**src/rtl/wra_pkg.sv**
```systemverilog
`timescale 1ns / 1ps
// ----------------------------------------------------------------------------
// wra_pkg: shared types and constants for the windowed RMS amplitude block
// Holds the controller/datapath command and status structs and defaults.
// ----------------------------------------------------------------------------
package wra_pkg;

    localparam int WindowMaxDefault  = 1024;
    localparam int SampleBitsDefault = 16;
    localparam int LenBits           = 11;
    localparam int OutBits           = 20;
    localparam logic [LenBits-1:0] LenReset = 11'd256;

    typedef struct packed {
        logic load;      // store sample, accumulate sum
        logic clear;     // drop window
        logic rd_issue;  // read store at pass index
        logic dev_start; // start deviation divide
        logic sq_add;    // accumulate squared deviation
        logic fin_start; // start final divide
        logic sqrt_start;// start square root
        logic emit;      // present result
    } t_cmd;

    typedef struct packed {
        logic div_done;
        logic sqrt_done;
        logic win_full;
        logic pass_last;
    } t_status;

endpackage

```
**src/rtl/wra_ctrl.sv**
```systemverilog
`timescale 1ns / 1ps
// ----------------------------------------------------------------------------
// wra_ctrl: sequencer for load, deviation pass and final root
// Issues commands to the datapath and owns the request handshake.
// ----------------------------------------------------------------------------
module wra_ctrl (
    input  logic              i_clk,
    input  logic              i_rst_n,
    input  logic              start,
    output logic              busy,
    input  logic              i_cfg_wr,
    input  wra_pkg::t_status  i_status,
    output wra_pkg::t_cmd     o_cmd,
    output logic              o_strobe
);

    typedef enum logic [3:0] {
        S_IDLE, S_CHECK, S_RD, S_DEV, S_SQ, S_FIN, S_SQRT, S_EMIT, S_OUT
    } t_state;

    t_state r_state;
    logic   r_strobe;

    always_comb begin
        o_cmd            = '0;
        o_cmd.load       = (r_state == S_IDLE) && start;
        o_cmd.clear      = i_cfg_wr || (r_state == S_OUT);
        o_cmd.rd_issue   = (r_state == S_RD);
        o_cmd.dev_start  = (r_state == S_DEV);
        o_cmd.sq_add     = (r_state == S_SQ) && i_status.div_done;
        o_cmd.fin_start  = (r_state == S_FIN);
        o_cmd.sqrt_start = (r_state == S_SQRT) && i_status.div_done;
        o_cmd.emit       = (r_state == S_EMIT) && i_status.sqrt_done;
    end

    assign busy     = (r_state != S_IDLE);
    assign o_strobe = r_strobe;

    always_ff @(posedge i_clk) begin
        if (!i_rst_n) begin
            r_state  <= S_IDLE;
            r_strobe <= 1'b0;
        end else begin
            r_strobe <= 1'b0;
            case (r_state)
                S_IDLE:  if (start) begin
                    r_state <= S_CHECK;
                end
                S_CHECK: r_state <= i_status.win_full ? S_RD : S_IDLE;
                S_RD:    r_state <= S_DEV;
                S_DEV:   r_state <= S_SQ;
                S_SQ:    if (i_status.div_done) begin
                    r_state <= i_status.pass_last ? S_FIN : S_RD;
                end
                S_FIN:   r_state <= S_SQRT;
                S_SQRT:  if (i_status.div_done) begin
                    r_state <= S_EMIT;
                end
                S_EMIT:  if (i_status.sqrt_done) begin
                    r_state <= S_OUT;
                end
                S_OUT: begin
                    r_strobe <= 1'b1;
                    r_state  <= S_IDLE;
                end
                default: r_state <= S_IDLE;
            endcase
        end
    end

    a_load_idle: assert property (@(posedge i_clk) disable iff (!i_rst_n)
        o_cmd.load |-> !busy) else $error("load while busy");
    a_strobe_after_out: assert property (@(posedge i_clk) disable iff (!i_rst_n)
        r_strobe |-> $past(r_state == S_OUT)) else $error("stray strobe");
    a_strobe_idle: assert property (@(posedge i_clk) disable iff (!i_rst_n)
        r_strobe |-> r_state == S_IDLE) else $error("strobe not idle");

endmodule

```
**config.mk**
```make
export PLATFORM = sky130hd
export DESIGN_NAME = wra_ctrl
export DESIGN_NICKNAME = d
export VERILOG_FILES = /design/src/rtl/wra_pkg.sv /design/src/rtl/wra_ctrl.sv
export SDC_FILE = /design/constraint.sdc
export NUM_CORES = 1
export LEC_CHECK = 0
export ABC_AREA = 1
export BUFFER_PORTS_ARGS = -buffer_cell sky130_fd_sc_hd__buf_4
export CORE_AREA = 2 2 39 41
export DETAILED_ROUTE_END_ITERATION = 12
export DIE_AREA = 0 0 41 43
export PLACE_DENSITY = 0.51
export SETUP_SLACK_MARGIN = 0.1
export SYNTH_ARGS = -nofsm -noshare
export SYNTH_HDL_FRONTEND = slang
export SYNTH_SLANG_ARGS = --single-unit
export TNS_END_PERCENT = 50
```
**constraint.sdc**
```tcl
create_clock -name i_clk -period 1.7 [get_ports i_clk]
set_input_delay 0.085 -clock i_clk [delete_from_list [all_inputs] [get_ports i_clk]]
set_output_delay 0.085 -clock i_clk [all_outputs]
set_load 0.05 [all_outputs]
```
==> results of run 1 <==
## layer usage
| metal | wire (µm) | up-vias | track usage |
|---|---|---|---|
| met5 | 0 | - | 0 |
| met2 | 428 | 12 | 0.1781 |
| li1 | - | 244 | - |
| met4 | 0 | 0 | 0.04000 |
| met3 | 68 | 0 | 0.03665 |
| met1 | 401 | 185 | 0.1586 |
## power breakdown
| part | switching (mW) | internal (mW) | leakage (nW) |
|---|---|---|---|
| Sequential | 0.00817 | 0.123 | 0.0406 |
| Combinational | 0.0901 | 0.0459 | 0.274 |
| Clock | 0.0451 | 0.0885 | 0.0150 |
| Total | 0.143 | 0.258 | 0.330 |
## registers in the layout, summed over array words and instances (netlist names)
register	count
r_state	4
o_strobe	1
## area by class of cell
cell class                      count  share of cell area
Inverter                           15             0.09934
Timing Repair Buffer               17              0.2252
Multi-Input combinational cell     45              0.4172
Clock buffer                        4             0.04636
Tap cell                           16             0.03532
Sequential cell                     5              0.1766
## tightest hold or removal path: cells and delay by family
| kind | cells | cell delay [ns] |
|---|---|---|
| simple gates | 1 | 0.10 |
| buf+inv | 2 | 0.15 |
## metrics by stage
step | util | worst slack, ns | instance area, µm² | power, mW | hold WS (ns)
floorplan | - | -0.06970 | 392.9 | 0.2288 | 0.2584
global placement | 0.3906 | 0.5332 | 540.5 | 0.2712 | 0.3802
detailed placement | 0.3906 | 0.5523 | 540.5 | 0.2704 | 0.3847
CTS | 0.4096 | 0.2997 | 566.8 | 0.4109 | 0.1344
global route | 0.4096 | 0.1638 | 566.8 | 0.4326 | 0.1520
finish | 0.4096 | 0.3274 | 566.8 | 0.4010 | 0.1349
## path summary, 6_finish.rpt
check,slack [ns],cells past startpoint,to,start
max reg2reg,0.56,6,r_state[0],r_state[0]
min,0.13,3,r_state[0],i_rst_n
max,0.33,4,o_cmd[6],r_state[0]
min reg2reg,0.50,2,r_state[2],r_state[2]
## cells by family after synthesis
family,Yosys count,synth area share
AOI/OAI and AO/OA,3,0.04517
DFF,5,0.2581
and+or+nand+nor,42,0.5516
buffers and inverters,15,0.1452
## cells in the final DEF, fill, tap and decap left out
master and count:
buf_4 17, nor2_1 13, inv_1 13, nand2_1 12, dfxtp_1 5, nand3_1 4, nand3_2 4, clkbuf_4 3
nor2_2 2, nor3_1 2, inv_2 2, nand3b_1 2, a21oi_1 2, nor2_4 1, nand2_2 1, nor3_2 1
o211ai_1 1, clkbuf_1 1
==> results_tabular.tex, run 1 <==
\begin{tabular}{lr}
\hline
Metric & Value \\
\hline
\multicolumn{2}{l}{\textbf{Detailed routing}} \\
\quad DR WL/cell & 8.804 µm \\
\quad Via Count & 441 \\
\quad Number of vias per cell after detailed routing & 4.324 \\
\quad DRT Wirelength & 898 µm \\
\quad Drc violations & 0 \\
\quad Number of DRC markers in iteration 0 & 9 \\
\quad First-pass detailed-route iteration total & 3 \\
\quad Post-detailed-route count of antenna-violating nets & 0 \\
\multicolumn{2}{l}{\textbf{Timing}} \\
\quad Final sum of negative setup slack & 0 ns \\
\quad Count of final hold-check violations & 0 \\
\quad Total count of max-transition violations in the final report & 0 \\
\quad Actual transition at the worst max-transition pin & 0.2975 ns \\
\quad Worst Clk Skew & 0.001835 ns \\
\quad Endpoints failing setup & 0 \\
\quad Final period demand of the worst path & 1.373 ns \\
\quad Unrepaired setup endpoints after global routing & no \\
\quad Timing-limited maximum frequency & 728.5 MHz \\
\quad Headroom to the max-slew limit & 0.8010 \\
\quad Period utilization & 0.8074 \\
\multicolumn{2}{l}{\textbf{Synthesis}} \\
\quad Yosys Warn Count & 0 \\
\quad Syn Inst Count & 65 \\
\quad Number of synthesized flops with an enable pin & 0 \\
\quad Cell types with the highest counts after synthesis & inv\_1 (13), nor2\_1 (13), nand2\_1 (12), dfxtp\_1 (5) \\
\quad Ys flop type & dfxtp\_1 \\
\quad Post-synth net total & 73 \\
\quad Number of register bits inferred by synthesis & 5 \\
\quad Post-synthesis cell area & 387.9 µm² \\
\quad Async set-or-reset flop fraction in the synthesized netlist & 0 \\
\quad Average cell area after synthesis & 5.967 µm² \\
\quad Synth unique cells & 14 \\
\quad Portion of the post-synthesis area used by sequential elements & 0.2581 \\
\quad Share of Yosys cell area claimed by the top area cell type & 0.2581 \\
\quad Largest cells by area after synthesis & dfxtp\_1 (26\%), inv\_1 (13\%), nor2\_1 (13\%) \\
\quad Library cell occupying the most area in the post-synthesis netlist & dfxtp\_1 \\
\multicolumn{2}{l}{\textbf{Floorplan}} \\
\quad Die span in x & 41 µm \\
\quad Row Count & 14 \\
\quad Starting utilization of the core area & 0.2803 \\
\quad Die Outline Area & 1763 µm² \\
\quad Area of the core & 1384 µm² \\
\quad Height of the die & 43 µm \\
\quad Ports placed on the boundary & 18 \\
\multicolumn{2}{l}{\textbf{Power}} \\
\quad Power per standard cell area & 707.5 nW/µm² \\
\quad Worst IR Drop VDD & 0.3600 mV \\
\quad Static Leak & 0.3298 nW \\
\multicolumn{2}{l}{\textbf{Placement}} \\
\quad Dpl cells & 98 \\
\quad Routability congestion estimate & 0.7978 \\
\quad PortBufs & 17 \\
\quad Hpwl dp & 734.8 µm \\
\multicolumn{2}{l}{\textbf{Critical path}} \\
\quad Critical Path Start Type & register \\
\quad CP max stage delay & 0.35 ns \\
\quad CP required & 1.62 ns \\
\quad Slowest cell on crit path & dfxtp\_1 \\
\quad Setup Crit Path Kind & reg -> out \\
\quad Category of the worst setup path capture point & output port \\
\quad Worst path arrival time & 1.29 ns \\
\quad CP delay by family, top & simple AND/OR/NAND/NOR gates \\
\quad Worst Path Max Fanout & 6 \\
\quad Number of buffer and inverter stages on the critical path & 1 \\
\quad Cells traversed along the worst timing path & nor2\_1, nand3\_1, nand2\_1, buf\_4 \\
\multicolumn{2}{l}{\textbf{Run status}} \\
\quad Result of the run & complete, no violations \\
\multicolumn{2}{l}{\textbf{Global route}} \\
\quad Via count of the first global-routing pass & 378 \\
\quad Overall global routing resource usage & 0.1197 \\
\quad Pin count of the biggest net entering global routing & 9 \\
\quad Total gr overflow & 0 \\
\quad Antenna violations before repair & 0 \\
\quad Global-route wire length before repair & 1.497 mm \\
\multicolumn{2}{l}{\textbf{Clock network}} \\
\quad H-tree lvl count & 1 \\
\quad Cts bufs inserted & 3 \\
\quad Setup repair bufs after CTS & 0 \\
\quad Number of resized instances in the post-cts repair step & 0 \\
\quad Worst-case clock buffer depth & 2 \\
\quad TritonCTS clock tree & done \\
\quad Total number of clock tree sinks & 5 \\
\quad Root buffer cell & clkbuf\_4 \\
\quad Latest clock arrival within the worst-skew pair & 0.24 ns \\
\quad Clock-pin slew of the registers on the worst-case setup and hold paths & 0.04 ns \\
\quad Hold\_buf cts & 0 \\
\multicolumn{2}{l}{\textbf{Flow run}} \\
\quad Maxcap violations & 0 \\
\multicolumn{2}{l}{\textbf{Finish}} \\
\quad Synth-to-layout area growth & 46.13\% \\
\quad \# diodes & 0 \\
\quad Final \#Nets & 95 \\
\quad Filler cell count & 151 \\
\quad Multi-input gate area & 236.5 µm² \\
\quad Fin cells & 102 \\
\quad Layout cell share with drive strength beyond 1 & 0.3605 \\
\quad Sequential Area & 100.1 µm² \\
\multicolumn{2}{l}{\textbf{Hold path}} \\
\quad Hold crit path type & in -> reg \\
\hline
\end{tabular}
(Power assumes the default switching activity.)
==> run 2: changes to the inputs <==
==> constraint.sdc (replaced) <==
create_clock -name i_clk -period 1.4 [get_ports i_clk]
set_input_delay 0.07 -clock i_clk [delete_from_list [all_inputs] [get_ports i_clk]]
set_output_delay 0.07 -clock i_clk [all_outputs]
set_load 0.05 [all_outputs]
==> run 2 against run 1 <==
Against the previous run: utilization is 6.2 points higher; largest power group unchanged; flip-flop and latch count stayed put; critical path depth is 1 higher; sequential share of layout area is 1.2 points lower; non-clock buffer count is 5 higher; first-iteration DRC count is 33% lower; die area stayed put; via count is 5.9% higher; critical endpoint is now o_cmd[1]; clock skew is 0.0011 ns lower; final cell count is 4.9% higher; worst setup slack worse by 0.21 ns; design area is 15% higher.
==> results_tabular.tex, run 2 (synthesis results as in run 1) <==
\begin{tabular}{lr}
\hline
Metric & Value \\
\hline
\multicolumn{2}{l}{\textbf{Critical path}} \\
\quad CP required & 1.33 ns \\
\quad CP max stage delay & 0.37 ns \\
\quad Category of the worst setup path capture point & output port \\
\quad Setup Crit Path Kind & reg -> out \\
\quad Cells traversed along the worst timing path & inv\_4, nor2\_4, nand2\_2, nor3\_2, buf\_6 \\
\quad Critical Path Start Type & register \\
\quad Slowest cell on crit path & dfxtp\_4 \\
\quad Worst Path Max Fanout & 7 \\
\quad Worst path arrival time & 1.21 ns \\
\multicolumn{2}{l}{\textbf{Detailed routing}} \\
\quad Drc violations & 0 \\
\quad Number of vias per cell after detailed routing & 4.364 \\
\quad First-pass detailed-route iteration total & 5 \\
\quad DRT Wirelength & 920 µm \\
\quad Post-detailed-route count of antenna-violating nets & 0 \\
\quad DR WL/cell & 8.598 µm \\
\quad Number of DRC markers in iteration 0 & 6 \\
\quad Via Count & 467 \\
\multicolumn{2}{l}{\textbf{Placement}} \\
\quad PortBufs & 17 \\
\quad Routability congestion estimate & 0.7980 \\
\quad Dpl cells & 98 \\
\quad Hpwl dp & 733.5 µm \\
\quad Pre-CTS worst setup slack & 0.2240 ns \\
\multicolumn{2}{l}{\textbf{Finish}} \\
\quad Max reg flops & 4 \\
\quad Filler cell count & 154 \\
\quad Most frequent cells in the layout & buf\_4 (19), inv\_1 (13), nand2\_1 (11), nor2\_1 (11) \\
\quad Layout cell share with drive strength beyond 1 & 0.4835 \\
\quad Most common cell after layout, fill and taps aside & buf\_4 \\
\quad \# diodes & 0 \\
\quad Register name with the most flops & r\_state \\
\quad Fin cells & 107 \\
\quad Final \#Nets & 100 \\
\quad Synth-to-layout area growth & 68.39\% \\
\multicolumn{2}{l}{\textbf{Power}} \\
\quad Clock share of power & 0.315 \\
\quad Net switching power & 181.7 µW \\
\quad Power per standard cell area & 775.6 nW/µm² \\
\quad Static Leak & 0.3663 nW \\
\quad Internal power summed over all cells & 324.9 µW \\
\quad Switching portion of total power & 0.3586 \\
\quad Combinational fraction of design power & 0.360 \\
\quad Worst IR Drop VDD & 0.4877 mV \\
\quad Flop pwr share & 0.326 \\
\multicolumn{2}{l}{\textbf{Global route}} \\
\quad Total gr overflow & 0 \\
\quad Antenna violations before repair & 0 \\
\quad Overall global routing resource usage & 0.1219 \\
\quad Pin count of the biggest net entering global routing & 8 \\
\quad Via count of the first global-routing pass & 394 \\
\quad Global-route wire length before repair & 1.483 mm \\
\multicolumn{2}{l}{\textbf{Floorplan}} \\
\quad Row Count & 14 \\
\quad Die span in x & 41 µm \\
\quad Height of the die & 43 µm \\
\quad Area of the core & 1384 µm² \\
\quad Die Outline Area & 1763 µm² \\
\quad Ports placed on the boundary & 18 \\
\quad Starting utilization of the core area & 0.2803 \\
\multicolumn{2}{l}{\textbf{Clock network}} \\
\quad TritonCTS clock tree & done \\
\quad Latest clock arrival within the worst-skew pair & 0.23 ns \\
\quad Clock-pin slew of the registers on the worst-case setup and hold paths & 0.04 ns \\
\quad Worst-case clock buffer depth & 2 \\
\quad Root buffer cell & clkbuf\_4 \\
\quad H-tree lvl count & 1 \\
\quad Total number of clock tree sinks & 5 \\
\quad Cts bufs inserted & 3 \\
\multicolumn{2}{l}{\textbf{Timing}} \\
\quad Minimum setup slack in the final design & 0.1217 ns \\
\quad Total count of max-transition violations in the final report & 0 \\
\quad Unrepaired setup endpoints after global routing & yes \\
\quad Worst Clk Skew & 0.0007264 ns \\
\quad Period utilization & 0.9131 \\
\quad Headroom to the max-slew limit & 0.8753 \\
\quad Hold Slack & 0.1191 ns \\
\quad Endpoints failing setup & 0 \\
\quad Timing-limited maximum frequency & 782.3 MHz \\
\quad Actual transition at the worst max-transition pin & 0.1865 ns \\
\quad Final period demand of the worst path & 1.278 ns \\
\quad Final sum of negative setup slack & 0 ns \\
\quad Count of final hold-check violations & 0 \\
\multicolumn{2}{l}{\textbf{Hold path}} \\
\quad Hold crit path type & in -> reg \\
\multicolumn{2}{l}{\textbf{Flow run}} \\
\quad Maxcap violations & 0 \\
\multicolumn{2}{l}{\textbf{Run status}} \\
\quad Result of the run & complete, no violations \\
\hline
\end{tabular}
run 2: changes by cell type in the layout (fill, tap and decap cells not counted), sizes merged:
cell  before  now
buf       17   22
run 2: repair_timing:
| action | CTS | global route |
|---|---|---|
| buffers inserted | 2 | 3 |
| resized for setup | 7 | 5 |
| setup endpoints to repair | 9 | 11 |
| hold buffers | 0 | 0 |
| pin swaps | 1 | 2 |
run 2: final timing paths:
kind	slack [ns]	startpoint	endpoint	cells after the start
setup / recovery	0.12	r_state[2]	o_cmd[1]	5
hold / removal	0.12	i_rst_n	r_state[0]	3
setup reg to reg	0.23	r_state[2]	r_state[0]	8
hold reg to reg	0.53	r_state[2]	r_state[2]	2
run 2: layer usage:
metal / track usage / routed length [µm]
met1: 0.1688 / 403
met2: 0.1688 / 456
met3: 0.01571 / 60
met4: 0.08000 / 0
met5: 0 / 0
run 2: area by class of cell:
type	count	area, µm²	area share
clock buffers	4	26.28	0.04023
multi-input cells	45	264.0	0.4042
repair buffers	22	176.4	0.2701
flip-flops and latches	5	107.6	0.1648
well taps	16	20.02	0.03065
inverters	15	58.81	0.09004
run 2: worst max-delay path: cells and delay by family (launching register included):
kind	cells	cell delay, ns
buf+inv	2	0.22
flops	1	0.37
simple gates	3	0.38
run 2: power groups by stage:
stage               sequential [mW]  clock (mW)  combinational, mW
floorplan                     0.161           0              0.127
global placement              0.164           0              0.175
detailed placement            0.164           0              0.174
CTS                           0.162       0.169              0.179
global route                  0.166       0.173              0.199
finish                        0.165       0.159              0.182
run 2: per-stage QoR:
step / power, mW / cell area, µm² / util
4_1_cts: 0.5103 / 616.8 / 0.4458
6_report: 0.5066 / 653.1 / 0.4720
2_1_floorplan: 0.2876 / 407.9 / -
5_1_grt: 0.5382 / 653.1 / 0.4720
3_3_place_gp: 0.3386 / 555.5 / 0.4014
3_5_place_dp: 0.3380 / 555.5 / 0.4014
==> run 3: changes to the inputs <==
--- a/config.mk
+++ b/config.mk
@@ -6,10 +6,11 @@
 export NUM_CORES = 1
 export LEC_CHECK = 0
 export ABC_AREA = 1
-export BUFFER_PORTS_ARGS = -buffer_cell sky130_fd_sc_hd__buf_4
+export BUFFER_PORTS_ARGS = -buffer_cell sky130_fd_sc_hd__buf_2
 export CORE_AREA = 2 2 39 41
 export DETAILED_ROUTE_END_ITERATION = 12
 export DIE_AREA = 0 0 41 43
+export MAX_ROUTING_LAYER = met4
 export PLACE_DENSITY = 0.51
 export SETUP_SLACK_MARGIN = 0.1
 export SYNTH_ARGS = -nofsm -noshare
==> run 3 against run 2 <==
Against the previous run: global-route usage shrank 0.46 points; flip-flop and latch count is the same; clock power is essentially flat; clock skew grew 0.00070 ns; worst setup slack lost 0.0074 ns; critical path type unchanged; via count grew 0.43%; largest cell class unchanged; register-to-register slack lost 0.05 ns; final cell count shrank 0.93%; utilization shrank 1.6 points; power shrank 2.2%; routed wire length grew 6.6%; combinational power shrank 5%.
==> results_tabular.tex, run 3 (synthesis results as in run 1) <==
\begin{tabular}{lr}
\hline
Metric & Value \\
\hline
\multicolumn{2}{l}{\textbf{Run status}} \\
\quad Result of the run & complete, no violations \\
\multicolumn{2}{l}{\textbf{Critical path}} \\
\quad Number of buffer and inverter stages on the critical path & 2 \\
\quad Reg-to-Reg Start & r\_state[2] \\
\quad Category of the worst setup path capture point & output port \\
\quad Termination of the worst setup path & o\_cmd[0] \\
\quad CP max stage delay & 0.37 ns \\
\quad Worst reg2reg path endpoint & r\_state[0] \\
\quad Worst path arrival time & 1.22 ns \\
\quad Depth of the critical timing path with buffers and inverters included & 5 \\
\quad CP delay by family, top & simple AND/OR/NAND/NOR gates \\
\quad Cells traversed along the worst timing path & inv\_4, nor2\_4, nand2\_2, nor2\_2, buf\_6 \\
\quad Worst reg2reg path depth & 8 \\
\quad Critical Path Start Type & register \\
\quad Reg-to-reg slack, setup & 0.18 ns \\
\quad Worst Path Max Fanout & 7 \\
\quad Worst setup startpoint & r\_state[2] \\
\quad CP required & 1.33 ns \\
\quad Slowest cell on crit path & dfxtp\_4 \\
\quad Setup Crit Path Kind & reg -> out \\
\multicolumn{2}{l}{\textbf{Flow run}} \\
\quad Maxcap violations & 0 \\
\multicolumn{2}{l}{\textbf{Timing}} \\
\quad Unrepaired setup endpoints after global routing & yes \\
\quad Total count of max-transition violations in the final report & 0 \\
\quad Actual transition at the worst max-transition pin & 0.2507 ns \\
\quad Count of final hold-check violations & 0 \\
\quad Endpoints failing setup & 0 \\
\quad Headroom to the max-slew limit & 0.8340 \\
\quad Minimum setup slack in the final design & 0.1143 ns \\
\quad Timing-limited maximum frequency & 777.8 MHz \\
\quad Period utilization & 0.9184 \\
\quad Final period demand of the worst path & 1.286 ns \\
\quad Final sum of negative setup slack & 0 ns \\
\quad Worst Clk Skew & 0.001429 ns \\
\multicolumn{2}{l}{\textbf{Global route}} \\
\quad Total gr overflow & 0 \\
\quad Global-route wire length before repair & 1.373 mm \\
\quad Antenna violations before repair & 0 \\
\quad Pin count of the biggest net entering global routing & 8 \\
\quad Overall global routing resource usage & 0.1173 \\
\quad Via count of the first global-routing pass & 373 \\
\multicolumn{2}{l}{\textbf{Finish}} \\
\quad Register name with the most flops & r\_state \\
\quad Most frequent cells in the layout & inv\_1 (13), nand2\_1 (10), nor2\_1 (10), buf\_2 (10), buf\_4 (8) \\
\quad Fin cells & 106 \\
\quad Multi-input gate area & 269.0 µm² \\
\quad Layout cell share with drive strength beyond 1 & 0.5000 \\
\quad \# diodes & 0 \\
\quad Share of the core filled with cells & 0.4557 \\
\quad Final \#Nets & 99 \\
\quad Sequential Area & 112.6 µm² \\
\quad Max reg flops & 4 \\
\quad Filler cell count & 147 \\
\quad Synth-to-layout area growth & 62.58\% \\
\quad Most common cell after layout, fill and taps aside & inv\_1 \\
\multicolumn{2}{l}{\textbf{Detailed routing}} \\
\quad Number of DRC markers in iteration 0 & 9 \\
\quad First-pass detailed-route iteration total & 4 \\
\quad Drc violations & 0 \\
\quad DR WL/cell & 9.255 µm \\
\quad DRT Wirelength & 981 µm \\
\quad Post-detailed-route count of antenna-violating nets & 0 \\
\quad Number of vias per cell after detailed routing & 4.425 \\
\quad Via Count & 469 \\
\multicolumn{2}{l}{\textbf{Floorplan}} \\
\quad Height of the die & 43 µm \\
\quad Area of the core & 1384 µm² \\
\quad Die span in x & 41 µm \\
\quad Ports placed on the boundary & 18 \\
\quad Starting utilization of the core area & 0.2803 \\
\quad Die Outline Area & 1763 µm² \\
\quad Row Count & 14 \\
\multicolumn{2}{l}{\textbf{Hold path}} \\
\quad Hold crit path type & in -> reg \\
\multicolumn{2}{l}{\textbf{Placement}} \\
\quad PortBufs & 17 \\
\quad Dpl cells & 98 \\
\quad Routability congestion estimate & 0.7111 \\
\quad Pre-CTS worst setup slack & 0.1742 ns \\
\quad Hpwl dp & 740.6 µm \\
\multicolumn{2}{l}{\textbf{Clock network}} \\
\quad Latest clock arrival within the worst-skew pair & 0.23 ns \\
\quad Worst-case clock buffer depth & 2 \\
\quad Root buffer cell & clkbuf\_4 \\
\quad Cts bufs inserted & 3 \\
\quad Clock-pin slew of the registers on the worst-case setup and hold paths & 0.04 ns \\
\quad Total number of clock tree sinks & 5 \\
\quad TritonCTS clock tree & done \\
\quad H-tree lvl count & 1 \\
\multicolumn{2}{l}{\textbf{Power}} \\
\quad Power per standard cell area & 785.8 nW/µm² \\
\quad Overall power of the completed layout & 495.5 µW \\
\quad Static Leak & 0.3542 nW \\
\quad Worst IR Drop VDD & 0.4129 mV \\
\hline
\end{tabular}
==> run 3: changes by cell type in the layout (fill, tap and decap cells not counted) <==
cell	previous run	this run
nor2_1	11	10
buf_2	0	10
nor2_2	1	2
nand2_1	11	10
buf_4	19	8
dfxtp_2	3	1
dfxtp_4	1	3
nand2_2	2	3
==> run 3: how the worst min path moves through the flow <==
stage / startpoint / end / slack (ns) / cells past startpoint
CTS: i_rst_n / r_state[0] / 0.13 / 3
floorplan: i_rst_n / r_state[0] / 0.24 / 2
global route: i_rst_n / r_state[0] / 0.17 / 3
global placement: i_rst_n / r_state[0] / 0.36 / 3
detailed placement: i_rst_n / r_state[0] / 0.38 / 3
finish: i_rst_n / o_strobe / 0.14 / 3
==> run 3: power breakdown <==
group / internal [mW] / switching (mW)
Combinational: 0.0579 / 0.116
Clock: 0.107 / 0.0508
Sequential: 0.149 / 0.0151
Total: 0.314 / 0.181
==> run 3: final cells by class <==
cell class | instances | share of cell area
Timing Repair Buffer | 21 | 0.2282
Clock buffer | 4 | 0.04167
Inverter | 15 | 0.09325
Tap cell | 16 | 0.03175
Multi-Input combinational cell | 45 | 0.4266
Sequential cell | 5 | 0.1786
==> run 3: worst reg2reg max path, cell delays in order (launching register included) <==
cell,delay [ns]
dfxtp_4,0.37
inv_4,0.04
nor2_4,0.18
buf_4,0.16
nand3_2,0.08
nand3_2,0.09
nor2_1,0.04
nor2_1,0.08
nor2_1,0.04
==> run 3: repair_timing <==
action	CTS	global route
pin swaps	1	4
setup endpoints to repair	9	12
gates resized for setup	10	15
gates cloned	0	0
endpoints found under the hold margin	0	0
buffers inserted	1	3
hold buffers	0	0
==> run 3: metrics by stage <==
step           hold slack (ns)  cell area (µm²)
6_report                0.1399            630.6
5_1_grt                 0.1719            630.6
4_1_cts                 0.1278            573.1
3_5_place_dp            0.3757            513.0
3_3_place_gp            0.3638            513.0
2_1_floorplan           0.2434            407.9
==> run 3: metal layers <==
metal,global-route usage,part of all wire
met1,0.1286,0.43
met2,0.1844,0.52
met3,0.01571,0.056
met4,0.08000,0
met5,-,0
